===== config.mk =====
export PLATFORM = sky130hd
export DESIGN_NAME = vqct_mac
export DESIGN_NICKNAME = d
export VERILOG_FILES = /design/src/design/vqct_pkg.sv /design/src/design/vqct_mac.sv
export SDC_FILE = /design/constraint.sdc
export NUM_CORES = 1
export LEC_CHECK = 0
export BUFFER_PORTS_ARGS = -buffer_cell sky130_fd_sc_hd__buf_2
export CAP_MARGIN = 40
export CORE_MARGIN = 4
export CORE_UTILIZATION = 48
export CTS_CLUSTER_DIAMETER = 30
export DETAILED_ROUTE_END_ITERATION = 7
export GPL_TIMING_DRIVEN = 0
export PLACE_DENSITY = 0.73
export SYNTH_ARGS = -nofsm -noshare
export SYNTH_HDL_FRONTEND = slang
export SYNTH_SLANG_ARGS = --single-unit

===== constraint.sdc =====
create_clock -name clk -period 14.5 [get_ports clk]
set_input_delay 2.175 -clock clk [delete_from_list [all_inputs] [get_ports clk]]
set_output_delay 2.175 -clock clk [all_outputs]
set_load 0.02 [all_outputs]

===== src/design/vqct_pkg.sv =====
// shared types, constants and helper functions of the voxel quad collision tagger
`default_nettype none
package vqct_pkg;

	localparam int MAX_QUADS = 255;
	localparam int MAX_SLOTS = 3;
	localparam int IDX_W     = 8;
	localparam int POS_W     = 20;
	localparam int LO_W      = POS_W + 1;
	localparam int OPA_W     = POS_W + 2;
	localparam int OPB_W     = 18;
	localparam int ACC_W     = 41;
	localparam int AXIS_W    = 16;
	localparam int SQ_W      = 31;
	localparam int SPAN_W    = 10;
	localparam logic [SPAN_W-1:0] VOXEL_ONE = SPAN_W'(256);

	// command codes of an input transaction
	localparam logic CMD_LOAD  = 1'b0;
	localparam logic CMD_QUERY = 1'b1;

	// configuration register indexes
	localparam logic [1:0] CFG_QUAD_COUNT = 2'd0;
	localparam logic [1:0] CFG_BOX_EXPAND = 2'd1;
	localparam logic [1:0] CFG_MAX_DIST   = 2'd2;
	localparam logic [1:0] CFG_UNUSED     = 2'd3;

	typedef enum logic [2:0] {
		ST_IDLE,
		ST_READ,
		ST_CROSS,
		ST_DOT,
		ST_SPAN,
		ST_CHECK,
		ST_DONE
	} state_t;

	typedef enum logic [1:0] {
		AX_T,
		AX_B,
		AX_N
	} axis_t;

	typedef struct packed {
		logic signed [POS_W-1:0] cx;
		logic signed [POS_W-1:0] cy;
		logic signed [POS_W-1:0] cz;
		logic [23:0]             nrm;
		logic [23:0]             tan;
		logic [15:0]             tlen;
		logic [15:0]             blen;
	} quad_entry_t;

	typedef struct packed {
		logic                    clr;
		logic                    sub;
		logic signed [OPA_W-1:0] a;
		logic signed [OPB_W-1:0] b;
	} mac_op_t;

	// snorm8 byte with -128 clamped to -127
	function automatic logic signed [7:0] snorm(input logic [7:0] b);
		snorm = (b == 8'h80) ? 8'sh81 : signed'(b);
	endfunction

	// snorm component times 127
	function automatic logic signed [AXIS_W-1:0] scale127(input logic signed [7:0] s);
		logic signed [AXIS_W-1:0] x;
		x = AXIS_W'(s);
		scale127 = (x <<< 7) - x;
	endfunction

	// unsigned value times 16129 (16384 - 256 + 1)
	function automatic logic [SQ_W-1:0] axis_sq(input logic [15:0] v);
		logic [SQ_W-1:0] x;
		x = SQ_W'(v);
		axis_sq = (x << 14) - (x << 8) + x;
	endfunction

endpackage
`default_nettype wire


===== src/design/vqct_mac.sv =====
// shared multiply-accumulate unit
`default_nettype none
module vqct_mac (
	input  wire logic                              clk,
	input  wire logic                              en,
	input  wire vqct_pkg::mac_op_t                 op,
	output logic signed [vqct_pkg::ACC_W-1:0]      acc_q,
	output logic signed [vqct_pkg::ACC_W-1:0]      acc_d
);
	import vqct_pkg::*;

	logic signed [OPA_W+OPB_W-1:0] prod;
	logic signed [ACC_W-1:0]       base;

	// product and accumulate
	always_comb begin
		prod  = op.a * op.b;
		base  = op.clr ? '0 : acc_q;
		acc_d = op.sub ? base - ACC_W'(prod) : base + ACC_W'(prod);
	end

	always_ff @(posedge clk) begin
		if (en) begin
			acc_q <= acc_d;
		end
	end
endmodule
`default_nettype wire


==> results.sh <==
export IMPL_synthFlopType="edfxtp_1"
export IMPL_reg2reg_from="acc_q[1]"
export IMPL_crit_fanout=10
export IMPL_first_global_vias=16300
export IMPL_syn_inst=2175
export IMPL_grt_util_met1_pct=30.9
export IMPL_start_kind="input port"
export IMPL_final_util_pct=52.9
export IMPL_root_buffer="clkbuf_16"
export IMPL_port_buffer_count=122
export IMPL_largest_reg_flops=41
export IMPL_status="finished, final reports clean"
export IMPL_top_usage_layer="met2"
export IMPL_yosysMostFrequentCell="inv_1"
export IMPL_cp_top_family="adder cells"
export IMPL_fp_coreArea_mm2=0.0390
export IMPL_hold_end="acc_q[40]"
export IMPL_ys_types=74
export IMPL_grt_first_pass_wirelength_um=83700
export IMPL_cts_hold_buf=0
export IMPL_synth_seq_area_share_pct=6.43
export IMPL_cpMostUsedCell="fa_1"
export IMPL_report_final_setup_viol=0
export IMPL_yosysTopAreaCellShare_pct=41.2
export IMPL_r2r_end="acc_q[40]"
export IMPL_critical_path_class="input port to output pin"
export IMPL_top_register="acc_q"
export IMPL_post_route_min_period_ns=14.00
export IMPL_fmax_mhz=71.4
export IMPL_crit_slowest_cell="or4_1"
export IMPL_ctsHtreeMaxLevel=2
export IMPL_async_flop_share_pct=0
export IMPL_slew_headroom_pct=46.6
export IMPL_timing_final_crit_share_pct=96.6
export IMPL_clock_skew_ns=0.00533
export IMPL_required_ns=12.32
export IMPL_syn_mean_instance_area_um2=8.80
export IMPL_drv_slew=0
export IMPL_synth_edff_count=41
export IMPL_globalplace_congestion=0.946
export IMPL_grt_usage_pct=23.8
export IMPL_ant_nets=0
export IMPL_syn_to_final_growth_pct=7.83
export IMPL_synth_common_cells="inv_1 (457), fa_1 (394), nand2_1 (257), and2_1 (176), ha_1 (142)"
export IMPL_met3_usage_pct=3.31
export IMPL_overflow=0
export IMPL_clk_latency_ns=0.30
export IMPL_wirelength_um=51200
export IMPL_die_h_um=208
export IMPL_globalRouteMet2Util_pct=40.6
export IMPL_post_cts_buffers=0
export IMPL_num_nets_final=2884
export IMPL_cts_tree="yes"
export IMPL_worstMarginPinSlew_ns=0.799
export IMPL_synth_cell_area_mm2=0.0191
export IMPL_die_area_mm2=0.0431
export IMPL_reg2reg_slack_ns=10.50
export IMPL_antenna_found_initial=1
export IMPL_die_x_um=208
export IMPL_synthTopCellsByArea="fa_1 (41%), ha_1 (9.3%), inv_1 (9.0%), edfxtp_1 (6.4%), and2_1 (5.8%)"
export IMPL_grt_max_degree=37
export IMPL_ios=126
export IMPL_critPathMaxStageDelay_ns=0.62
export IMPL_synth_net_count=2755
export IMPL_rows=72
export IMPL_min_path_cells=2
export IMPL_synth_warnings=0
export IMPL_finalHoldViolCount=0
export IMPL_post_dp_cell_area_mm2=0.0204
export IMPL_cp_data_arrival_time_ns=11.83
export IMPL_final_layout_size_suffix_gt1_share_pct=8.11
export IMPL_cts_buffers=5
export IMPL_drc=0
export IMPL_firstDrtPassIters=5
export IMPL_end_kind="output pin"
export IMPL_first_iter_violations=994
export IMPL_cts_buffer_depth=2
export IMPL_worst_path_buf_inv=7
export IMPL_crit_cells=34
export IMPL_start_util_pct=49.1
export IMPL_hpwl_um=44300
export IMPL_vias=15400
export IMPL_ys_ff_latch=41
export IMPL_synth_top_cell_by_area="fa_1"
export IMPL_clk_pin_slew_worst_paths_ns=0.06
export IMPL_post_drt_via_cell_ratio=5.47
export IMPL_clkSinkCount=41
export IMPL_min_path_type="register to register"
export IMPL_detail_route_wl_per_cell_um=18.1
export IMPL_reg_top3="acc_q: 41 flops"
export IMPL_ctsResizeCount=0
export IMPL_hold_path_startpoint="acc_q[40]"
export IMPL_maxCapViolCount=0
export IMPL_finalInstanceArea_mm2=0.0206
export IMPL_r2r_cells=12
final cells by class:
type                    count  area (um2)
fillers                  3513       18400
multi-input cells        1587       15900
inverters                 458        1720
flip-flops and latches     41        1230
well taps                 518         648
repair buffers            123         631
plain buffers              88         378
clock buffers               6         129
clock inverters             2        38.8
diodes                      1        2.50
layer usage:
layer	share of wire, %	vias to the layer above
met5	0	-
li1	-	6955
met3	5.8	149
met2	49	559
met1	40	7774
met4	4.7	0
worst max-delay path by stage:
stage	end	slack (ns)	from
final	acc_d[40]	0.50	op[5]
after global routing	acc_d[40]	-0.01	op[35]
after CTS	acc_d[40]	0.14	op[35]
after detailed placement	acc_d[40]	0.18	op[35]
after global placement	acc_d[40]	0.26	op[35]
after floorplan	acc_d[40]	1.67	op[35]
cell usage in the layout, fill, tap and decap left out, types with 10 or more instances in the layout:
| cell | count |
|---|---|
| a211oi_1 | 10 |
| nor2b_1 | 46 |
| nor3_1 | 18 |
| clkbuf_2 | 19 |
| a21oi_1 | 81 |
| o21ai_0 | 36 |
| clkbuf_1 | 60 |
| a31oi_1 | 18 |
| ha_1 | 142 |
| nor2_1 | 86 |
| inv_1 | 457 |
| buf_2 | 126 |
| and2_1 | 176 |
| o21a_1 | 15 |
| nand2_1 | 257 |
| xor2_1 | 37 |
| nand2b_1 | 13 |
| xnor2_1 | 74 |
| a21o_1 | 25 |
| nand3_1 | 22 |
| nand4_1 | 10 |
| fa_1 | 394 |
| edfxtp_1 | 41 |
kinds of logic after synthesis:
logic type / Yosys count / synth area share [%]
flip-flops: 41 / 6.43
buffers and inverters: 547 / 10.9
adder cells (fa/ha/maj): 536 / 50.5
AO/OA/AOI/OAI: 252 / 8.66
multiplexers: 3 / 0.157
AND/OR/NAND/NOR: 684 / 18.2
XOR/XNOR: 112 / 5.20
through the flow:
stage                     instances  TNS, ns  setup WS [ns]  hold slack, ns
final                          2824        0          0.497           0.745
after global routing           2823  -0.0139        -0.0139           0.803
after CTS                      2824        0          0.138           0.741
after detailed placement       2816        0          0.185           0.718
after global placement         2815        0          0.259           0.712
after floorplan                2175        0           1.67            1.00
tightest hold or removal path, delay by kind of cell, from the launching register on:
kind	cells	cell delay, ns
flops	1	0.34
simple gates	1	0.14
xor+xnor	1	0.15
Power is left out: the tool's default activity adds up to more than one toggle a clock period on the data nets, which glitch-free logic cannot reach.
